## config.mk

```make
export PLATFORM = sky130hd
export DESIGN_NAME = utf8_decoder_with_replacement_flat
export DESIGN_NICKNAME = d
export VERILOG_FILES = /design/src/sv/utf8d_pkg.sv /design/src/sv/utf8d_if.sv /design/src/sv/utf8d_ctrl.sv /design/src/sv/utf8d_datapath.sv /design/src/sv/utf8_decoder_with_replacement.sv /design/src/flat_wrapper.sv
export SDC_FILE = /design/constraint.sdc
export NUM_CORES = 1
export LEC_CHECK = 0
export ABC_AREA = 1
export ABC_CLOCK_PERIOD_IN_PS = 13300
export BUFFER_PORTS_ARGS = -buffer_cell sky130_fd_sc_hd__buf_2
export CAP_MARGIN = 40
export CORE_MARGIN = 5
export CORE_UTILIZATION = 35
export DETAILED_ROUTE_END_ITERATION = 12
export PLACE_DENSITY = 0.62
export SYNTH_ARGS = -nofsm -noshare
export SYNTH_HDL_FRONTEND = slang
export SYNTH_SLANG_ARGS = --single-unit
```

## constraint.sdc

```tcl
create_clock -name clock -period 13.3 [get_ports clock]
set_input_delay 2.66 -clock clock [delete_from_list [all_inputs] [get_ports clock]]
set_output_delay 2.66 -clock clock [all_outputs]
set_load 0.02 [all_outputs]
```

## src/sv/utf8d_pkg.sv

```systemverilog
// Package of the UTF-8 decoder: constants, error kinds, control structs and
// the single-step decode function. Depends on nothing.
package utf8d_pkg;

   localparam int POSITION_BITS = 32;
   localparam int POS_OUT_BITS  = 32;
   localparam int BUF_DEPTH     = 4;

   localparam logic [20:0] REPLACEMENT_CHAR = 21'h00FFFD;

   // error kinds
   localparam logic [3:0] KIND_NONE      = 4'd0;
   localparam logic [3:0] KIND_STRAY     = 4'd1;
   localparam logic [3:0] KIND_C0_C1     = 4'd2;
   localparam logic [3:0] KIND_TRUNCATED = 4'd3;
   localparam logic [3:0] KIND_BAD_CONT  = 4'd4;
   localparam logic [3:0] KIND_OVERLONG  = 4'd5;
   localparam logic [3:0] KIND_SURROGATE = 4'd6;
   localparam logic [3:0] KIND_ABOVE     = 4'd7;
   localparam logic [3:0] KIND_F5_FF     = 4'd8;

   localparam logic [7:0] LEAD_MIN_2 = 8'hC2;
   localparam logic [7:0] LEAD_MIN_3 = 8'hE0;
   localparam logic [7:0] LEAD_SURR  = 8'hED;
   localparam logic [7:0] LEAD_MIN_4 = 8'hF0;
   localparam logic [7:0] LEAD_MAX_4 = 8'hF4;
   localparam logic [7:0] LEAD_BAD   = 8'hF5;
   localparam logic [7:0] CONT_A0    = 8'hA0;
   localparam logic [7:0] CONT_90    = 8'h90;

   typedef logic [BUF_DEPTH-1:0][7:0] buf_type;

   typedef struct packed {
      logic        brk;      // sequence incomplete, wait for more bytes
      logic [20:0] cp;
      logic [3:0]  kind;
      logic [2:0]  consume;  // bytes used by this result
   } step_type;

   typedef struct packed {
      logic load;  // take the incoming byte into the buffer
      logic step;  // decode one result at the head of the buffer
   } cmd_type;

   typedef struct packed {
      logic brk;       // head of the buffer needs more bytes
      logic last;      // the result of this step ends the run
      logic out_free;  // result register can take a new result
   } status_type;

   function automatic step_type decode_step(buf_type b, logic [2:0] cnt, logic eot);
      step_type   s;
      logic [7:0] lead;
      logic [2:0] need;
      logic       bad;
      lead      = b[0];
      s.brk     = 1'b0;
      s.cp      = REPLACEMENT_CHAR;
      s.kind    = KIND_NONE;
      s.consume = 3'd1;
      need      = (lead < LEAD_MIN_3) ? 3'd2 : ((lead < LEAD_MIN_4) ? 3'd3 : 3'd4);
      bad       = (b[1][7:6] != 2'b10)
                  || ((need >= 3'd3) && (b[2][7:6] != 2'b10))
                  || ((need == 3'd4) && (b[3][7:6] != 2'b10));
      if (lead[7] == 1'b0) begin
         s.cp = {13'd0, lead};
      end else if (lead < 8'hC0) begin
         s.kind = KIND_STRAY;
      end else if (lead < LEAD_MIN_2) begin
         s.kind = KIND_C0_C1;
      end else if (lead >= LEAD_BAD) begin
         s.kind = KIND_F5_FF;
      end else if (need > cnt) begin
         if (eot) s.kind = KIND_TRUNCATED;
         else s.brk = 1'b1;
      end else if (bad) begin
         s.kind = KIND_BAD_CONT;
      end else if ((lead == LEAD_MIN_3) && (b[1] < CONT_A0)) begin
         s.kind = KIND_OVERLONG;
      end else if ((lead == LEAD_SURR) && (b[1] >= CONT_A0)) begin
         s.kind = KIND_SURROGATE;
      end else if ((lead == LEAD_MIN_4) && (b[1] < CONT_90)) begin
         s.kind = KIND_OVERLONG;
      end else if ((lead == LEAD_MAX_4) && (b[1] >= CONT_90)) begin
         s.kind = KIND_ABOVE;
      end else begin
         s.consume = need;
         if (need == 3'd2) s.cp = {10'd0, lead[4:0], b[1][5:0]};
         else if (need == 3'd3) s.cp = {5'd0, lead[3:0], b[1][5:0], b[2][5:0]};
         else s.cp = {lead[2:0], b[1][5:0], b[2][5:0], b[3][5:0]};
      end
      return s;
   endfunction

endpackage

```

## src/sv/utf8d_if.sv

```systemverilog
// Handshake channels of the UTF-8 decoder: byte request and code point response.
// Depends on nothing.
interface utf8d_req_if;
   logic       valid;
   logic       ready;
   logic [7:0] byte_value;
   logic       end_of_text;

   modport source (output valid, byte_value, end_of_text, input ready);
   modport sink   (input valid, byte_value, end_of_text, output ready);
endinterface

interface utf8d_rsp_if;
   logic        valid;
   logic        ready;
   logic [20:0] code_point;
   logic        is_error;
   logic [3:0]  error_kind;
   logic [31:0] error_position;
   logic        last_of_run;
   logic        text_done;

   modport source (output valid, code_point, is_error, error_kind, error_position,
                   last_of_run, text_done, input ready);
   modport sink   (input valid, code_point, is_error, error_kind, error_position,
                   last_of_run, text_done, output ready);
endinterface

```

## src/sv/utf8d_ctrl.sv

```systemverilog
// Controller of the UTF-8 decoder: takes a byte, then steps the datapath
// once per result. Depends on utf8d_pkg.
module utf8d_ctrl import utf8d_pkg::*; (
   input  logic       clock,
   input  logic       reset,
   input  logic       req_valid,
   output logic       req_ready,
   input  status_type status,
   output cmd_type    cmd
);

   localparam logic STATE_IDLE = 1'b0;
   localparam logic STATE_RUN  = 1'b1;

   logic state_ff, state_in;

   always_comb begin
      state_in  = state_ff;
      cmd       = '0;
      req_ready = 1'b0;
      unique case (state_ff)
         STATE_IDLE: begin
            req_ready = 1'b1;
            if (req_valid) begin
               cmd.load = 1'b1;
               state_in = STATE_RUN;
            end
         end
         STATE_RUN: begin
            if (status.brk) begin
               state_in = STATE_IDLE;
            end else if (status.out_free) begin
               cmd.step = 1'b1;
               if (status.last) state_in = STATE_IDLE;
            end
         end
         default: state_in = STATE_IDLE;
      endcase
   end

   always_ff @(posedge clock) begin
      if (reset) state_ff <= STATE_IDLE;
      else state_ff <= state_in;
   end

endmodule

```

## src/sv/utf8d_datapath.sv

```systemverilog
// Datapath of the UTF-8 decoder: byte buffer, lead position, step decode and
// result register. Depends on utf8d_pkg.
module utf8d_datapath import utf8d_pkg::*; (
   input  logic                     clock,
   input  logic                     reset,
   input  cmd_type                  cmd,
   output status_type               status,
   input  logic [7:0]               byte_value,
   input  logic                     end_of_text,
   output logic                     rsp_valid,
   input  logic                     rsp_ready,
   output logic [20:0]              code_point,
   output logic                     is_error,
   output logic [3:0]               error_kind,
   output logic [POS_OUT_BITS-1:0]  error_position,
   output logic                     last_of_run,
   output logic                     text_done
);

   buf_type                  buf_ff, buf_in, buf_sh;
   logic [2:0]               cnt_ff, cnt_in, cnt_next;
   logic                     eot_ff;
   logic [POSITION_BITS-1:0] lead_pos_ff, lead_pos_in;
   step_type                 cur, after;
   logic                     last;

   logic                     rsp_valid_ff;
   logic [20:0]              cp_ff;
   logic [3:0]               kind_ff;
   logic [POS_OUT_BITS-1:0]  pos_ff;
   logic                     last_ff, done_ff;

   assign cur      = decode_step(buf_ff, cnt_ff, eot_ff);
   assign cnt_next = cnt_ff - cur.consume;

   // drop the consumed bytes from the head
   always_comb begin
      for (int e = 0; e < BUF_DEPTH; e++) begin
         buf_sh[e] = buf_ff[e];
         case (cur.consume)
            3'd1: if (e + 1 < BUF_DEPTH) buf_sh[e] = buf_ff[e+1];
            3'd2: if (e + 2 < BUF_DEPTH) buf_sh[e] = buf_ff[e+2];
            3'd3: if (e + 3 < BUF_DEPTH) buf_sh[e] = buf_ff[e+3];
            default: buf_sh[e] = buf_ff[e];
         endcase
      end
   end

   assign after = decode_step(buf_sh, cnt_next, eot_ff);
   assign last  = (cnt_next == 3'd0) || after.brk;

   assign status.brk      = cur.brk;
   assign status.last     = last;
   assign status.out_free = !rsp_valid_ff || rsp_ready;

   always_comb begin
      buf_in      = buf_ff;
      cnt_in      = cnt_ff;
      lead_pos_in = lead_pos_ff;
      if (cmd.load) begin
         for (int e = 0; e < BUF_DEPTH; e++)
            if (cnt_ff[1:0] == 2'(e)) buf_in[e] = byte_value;
         cnt_in = cnt_ff + 3'd1;
      end else if (cmd.step) begin
         buf_in      = buf_sh;
         cnt_in      = cnt_next;
         lead_pos_in = lead_pos_ff + POSITION_BITS'(cur.consume);
         if (last && eot_ff) begin
            cnt_in      = 3'd0;
            lead_pos_in = '0;
         end
      end
   end

   always_ff @(posedge clock) begin
      buf_ff <= buf_in;
      if (cmd.load) eot_ff <= end_of_text;
      if (cmd.step) begin
         cp_ff   <= cur.cp;
         kind_ff <= cur.kind;
         pos_ff  <= (cur.kind != KIND_NONE) ? POS_OUT_BITS'(lead_pos_ff) : '0;
         last_ff <= last;
         done_ff <= last && eot_ff;
      end
      if (reset) begin
         cnt_ff       <= 3'd0;
         lead_pos_ff  <= '0;
         rsp_valid_ff <= 1'b0;
      end else begin
         cnt_ff      <= cnt_in;
         lead_pos_ff <= lead_pos_in;
         if (cmd.step) rsp_valid_ff <= 1'b1;
         else if (rsp_ready) rsp_valid_ff <= 1'b0;
      end
   end

   assign rsp_valid      = rsp_valid_ff;
   assign code_point     = cp_ff;
   assign is_error       = (kind_ff != KIND_NONE);
   assign error_kind     = kind_ff;
   assign error_position = pos_ff;
   assign last_of_run    = last_ff;
   assign text_done      = done_ff;

endmodule

```

## src/sv/utf8_decoder_with_replacement.sv

```systemverilog
// Strict UTF-8 decoder with U+FFFD replacement. Bytes come in one per transfer
// on req_if; code points leave on rsp_if. Overlong forms, surrogates, values
// above U+10FFFF, stray continuations and leads C0, C1 and F5..FF are each
// replaced by U+FFFD with an error kind and the byte offset of the rejected
// lead within the text. After a rejected lead, decoding restarts at the next
// byte, so bytes of the failed sequence are decoded again. Bytes of an
// incomplete sequence are held (up to three) and give no result until the
// sequence completes or the text ends; the last result of a byte carries
// last_of_run, and the last result of the text also carries text_done, after
// which the offset starts again at zero. Timing: a byte transfers in while the
// controller is idle, then the datapath steps once per result it releases (one
// to four), or the controller just finds the sequence still incomplete when it
// releases none; a step waits while the result register is held downstream.
// All results of a byte are stepped in turn through the one result register,
// and the controller takes a byte only while idle, so a new byte is taken only
// after the last result of the previous one is stepped. The result register
// lets the next byte transfer in while the last result still waits downstream.
// Depends on utf8d_pkg, utf8d_if, utf8d_ctrl and utf8d_datapath.
module utf8_decoder_with_replacement import utf8d_pkg::*; (
   input logic         clock,
   input logic         reset,
   utf8d_req_if.sink   req_if,
   utf8d_rsp_if.source rsp_if
);

   cmd_type    cmd;
   status_type status;

   // controller: accept a byte in idle, then issue one step per result
   utf8d_ctrl u_ctrl (
      .clock     (clock),
      .reset     (reset),
      .req_valid (req_if.valid),
      .req_ready (req_if.ready),
      .status    (status),
      .cmd       (cmd)
   );

   // datapath: hold bytes, decode the head of the buffer, register the result
   utf8d_datapath u_datapath (
      .clock          (clock),
      .reset          (reset),
      .cmd            (cmd),
      .status         (status),
      .byte_value     (req_if.byte_value),
      .end_of_text    (req_if.end_of_text),
      .rsp_valid      (rsp_if.valid),
      .rsp_ready      (rsp_if.ready),
      .code_point     (rsp_if.code_point),
      .is_error       (rsp_if.is_error),
      .error_kind     (rsp_if.error_kind),
      .error_position (rsp_if.error_position),
      .last_of_run    (rsp_if.last_of_run),
      .text_done      (rsp_if.text_done)
   );

endmodule

```

## src/flat_wrapper.sv

```systemverilog
// flat-port wrapper written by rule: the top's interface ports become plain ports
module utf8_decoder_with_replacement_flat import utf8d_pkg::*;
  (clock, reset, req_if_valid, req_if_byte_value, req_if_end_of_text, req_if_ready, rsp_if_valid, rsp_if_code_point, rsp_if_is_error, rsp_if_error_kind, rsp_if_error_position, rsp_if_last_of_run, rsp_if_text_done, rsp_if_ready);
  utf8d_req_if req_if_i ();
  utf8d_rsp_if rsp_if_i ();
  input logic clock;
  input logic reset;
  input wire logic [$bits(req_if_i.valid)-1:0] req_if_valid;
  input wire logic [$bits(req_if_i.byte_value)-1:0] req_if_byte_value;
  input wire logic [$bits(req_if_i.end_of_text)-1:0] req_if_end_of_text;
  output wire logic [$bits(req_if_i.ready)-1:0] req_if_ready;
  output wire logic [$bits(rsp_if_i.valid)-1:0] rsp_if_valid;
  output wire logic [$bits(rsp_if_i.code_point)-1:0] rsp_if_code_point;
  output wire logic [$bits(rsp_if_i.is_error)-1:0] rsp_if_is_error;
  output wire logic [$bits(rsp_if_i.error_kind)-1:0] rsp_if_error_kind;
  output wire logic [$bits(rsp_if_i.error_position)-1:0] rsp_if_error_position;
  output wire logic [$bits(rsp_if_i.last_of_run)-1:0] rsp_if_last_of_run;
  output wire logic [$bits(rsp_if_i.text_done)-1:0] rsp_if_text_done;
  input wire logic [$bits(rsp_if_i.ready)-1:0] rsp_if_ready;
  assign req_if_i.valid = req_if_valid;
  assign req_if_i.byte_value = req_if_byte_value;
  assign req_if_i.end_of_text = req_if_end_of_text;
  assign req_if_ready = req_if_i.ready;
  assign rsp_if_valid = rsp_if_i.valid;
  assign rsp_if_code_point = rsp_if_i.code_point;
  assign rsp_if_is_error = rsp_if_i.is_error;
  assign rsp_if_error_kind = rsp_if_i.error_kind;
  assign rsp_if_error_position = rsp_if_i.error_position;
  assign rsp_if_last_of_run = rsp_if_i.last_of_run;
  assign rsp_if_text_done = rsp_if_i.text_done;
  assign rsp_if_i.ready = rsp_if_ready;
  utf8_decoder_with_replacement u_core (.clock(clock), .reset(reset), .req_if(req_if_i), .rsp_if(rsp_if_i));
endmodule
```

==> results.md <==
- Status: complete, no violations
- Top_reg_cell synth: edfxtp_1
- Nets: 873
- Async S/R FF share, synth: 0%
- CP Launch Type: flop
- Number of H-tree levels: 4
- GRT Util Overall: 14.9%
- Pre-antenna DRT Iters: 5
- Worst Path Arrival: 5540 ps
- Cell accounting for the most synthesized area: edfxtp_1
- CP max stage cell: nor2_2
- Final Critical Period: 5240 ps
- Largest cells by area after synthesis: edfxtp_1 41%, dfxtp_1 11%, nand2_1 7.9%, inv_1 6.9%, nor2_1 6.4%
- DRT antenna net count: 0
- CTS Sinks: 129
- Share of cells above drive strength 1: 17.4%
- Seq cells post-synth: 129
- Unique masters post-synth: 42
- RSZ-0062 raised after global routing: false
- Total core area: 18800 µm²
- Commonest cells post-synth: 142 x nand2_1, 124 x inv_1, 115 x nor2_1
- Drc violations: 0
- # IOs: 75
- Hold Crit Class: reg2reg
- Share of the clock period used by the worst path: 39.4%
- CP Launch Point: u_core.u_datapath.buf_ff[7]
- Global-route wire length before repair: 26.4 mm
- Clk Latency, worst-skew pair: 420 ps
- Vias in the first global route: 5127
- Synth top area share: 41.0%
- Worst setup path end: u_core.u_datapath.lead_pos_ff[26]
- Placer Congestion: 0.931
- Worst stage delay on the critical path: 520 ps
- Area growth, synth to finish: 18.2%
- Setup Viol. Count Final: 0
- Count leader, synth: nand2_1
- Setup Crit Path Kind: reg2reg
- Fin. Hold Viols: 0
- Clk_skew: 8.62 ps
- CTS clock-pin slew for the worst setup and hold paths: 60 ps
- Setup crit end kind: flop
- Setup TNS: 0 ps
- Setup bufs post-CTS: 0
- Pwr dens: 154 nW/µm²
- Seq/Total Area, Yosys: 52.0%
- Initial DRC Count: 472
- Worst-Margin Slew: 825 ps
- Via-to-Cell Ratio: 4.78
- Fillers: 1875
- Pins Over Slew Limit: 0
- Relative slew slack: 45.0%
- Post-Synthesis Cells: 770
- FF-to-FF setup slack: 8060 ps
- Avg WL per Cell: 14.1 µm
- Initial antenna violation count: 0
- Post_cts resized: 0
- Hold buffers post-CTS: 0
- CP most frequent cell: nand2_1
- Max-cap violations: 0
- Root Buffer: clkbuf_16
- Synth warn: 0
- Die Y: 149 µm
- Via count: 5343
- Reg2reg start: u_core.u_datapath.buf_ff[7]
- Max FO, Critical Path: 23
- Post-DP HPWL: 11.4 mm
- Fmax: 191 MHz
- Post-synth EDFFs: 92
- N_diodes: 0
- Remaining Overflow, GRT: 0
- Final WL: 15.8 mm
- Static leakage: 3.39 nW
- Mapped Area: 6740 µm²
- R2r endpoint: u_core.u_datapath.lead_pos_ff[26]
- Req. time, crit path: 13600 ps
- Initial Util: 35.8%
- I/O Buffers: 74
- Mapped Avg Cell Area: 8.75 µm²
- Largest net degree at the start of global routing: 64
- TritonCTS clock tree: yes
- Placed Area: 7370 µm²
- Full die area: 22100 µm²
- Cell count of the worst reg-to-reg path: 26
- Design Area, Final: 7960 µm²
- Mapped Nets: 799
- CTS Buffer Depth: 2
- Die X: 149 µm
- TritonCTS buffer count: 17
- Worst VDD drop: 0.0000902 V
- Rows: 50
power by group:
part	switching [mW]	internal, mW
sequential	0.0257	0.484
clock	0.168	0.299
combinational	0.176	0.0751
metrics by stage:
stage	hold slack (ps)	cells	total power [mW]	worst slack (ps)	util, %
6_report	491	1117	1.23	8060	42.3
5_1_grt	515	1117	1.29	7590	42.3
4_1_cts	493	1117	1.23	8070	42.3
3_5_place_dp	485	1085	0.768	8110	39.2
3_3_place_gp	494	1083	0.762	8020	39.0
2_1_floorplan	463	770	0.696	6400	-
layout make-up:
| type | count | area [µm²] | area share [%] |
|---|---|---|---|
| clock buffers | 22 | 454 | 5.70 |
| clock inverters | 10 | 136 | 1.71 |
| flip-flops and latches | 129 | 3500 | 44.0 |
| inverters | 133 | 499 | 6.27 |
| repair buffers | 78 | 418 | 5.25 |
| multi-input cells | 485 | 2630 | 33.0 |
| well taps | 260 | 325 | 4.08 |
kinds of logic (layout without fill, tap and decap cells):
family,Yosys count,after routing,share of synthesized area [%]
adders and majority gates,16,16,3.19
xor gates and xnor gates,15,15,1.95
buffers and inverters,156,243,9.19
DFF,129,129,52.0
and+or+nand+nor,366,366,25.5
AOI/OAI and AO/OA,88,88,8.17
cell usage in the layout (no fill, tap or decap), types with 7 or more instances in the layout:
cell       instances
inv_1            124
ha_1              14
a21oi_1           25
o21ai_0           17
edfxtp_1          92
xor2_1            13
nand4_1           10
o22ai_1           14
dfxtp_1           37
buf_2             75
nand3_1           53
nor2_1           114
a221oi_1           7
nor3_1             9
inv_2              9
nand2_1          142
nor2_4            10
o31ai_1            8
clkbuf_16         17
routing by layer:
layer	vias to the layer above	track usage (%)	wire, µm
li1	2694	-	-
met1	2475	21.4	7740
met2	159	22.3	6930
met3	15	3.56	918
met4	0	4.62	166
met5	-	0	0
worst max-delay path: cells and delay by family (launching register included):
family	cells	cell delay, ps
and+or+nand+nor	16	2550
adders and majority gates	3	1060
DFF	1	440
buffers and inverters	3	440
xor gates and xnor gates	2	360
AOI/OAI and AO/OA	2	260
how the worst min path moves through the flow:
stage                                startpoint  cells after the start  slack, ps                               end
2_1_floorplan  u_core.u_datapath.lead_pos_ff[0]                      2        460  u_core.u_datapath.lead_pos_ff[0]
3_3_place_gp   u_core.u_datapath.lead_pos_ff[0]                      2        490  u_core.u_datapath.lead_pos_ff[0]
3_5_place_dp   u_core.u_datapath.lead_pos_ff[0]                      2        490  u_core.u_datapath.lead_pos_ff[0]
4_1_cts        u_core.u_datapath.lead_pos_ff[0]                      2        490  u_core.u_datapath.lead_pos_ff[0]
5_1_grt        u_core.u_datapath.lead_pos_ff[0]                      2        510  u_core.u_datapath.lead_pos_ff[0]
6_report       u_core.u_datapath.lead_pos_ff[0]                      2        490  u_core.u_datapath.lead_pos_ff[0]
(Power assumes the default switching activity.)
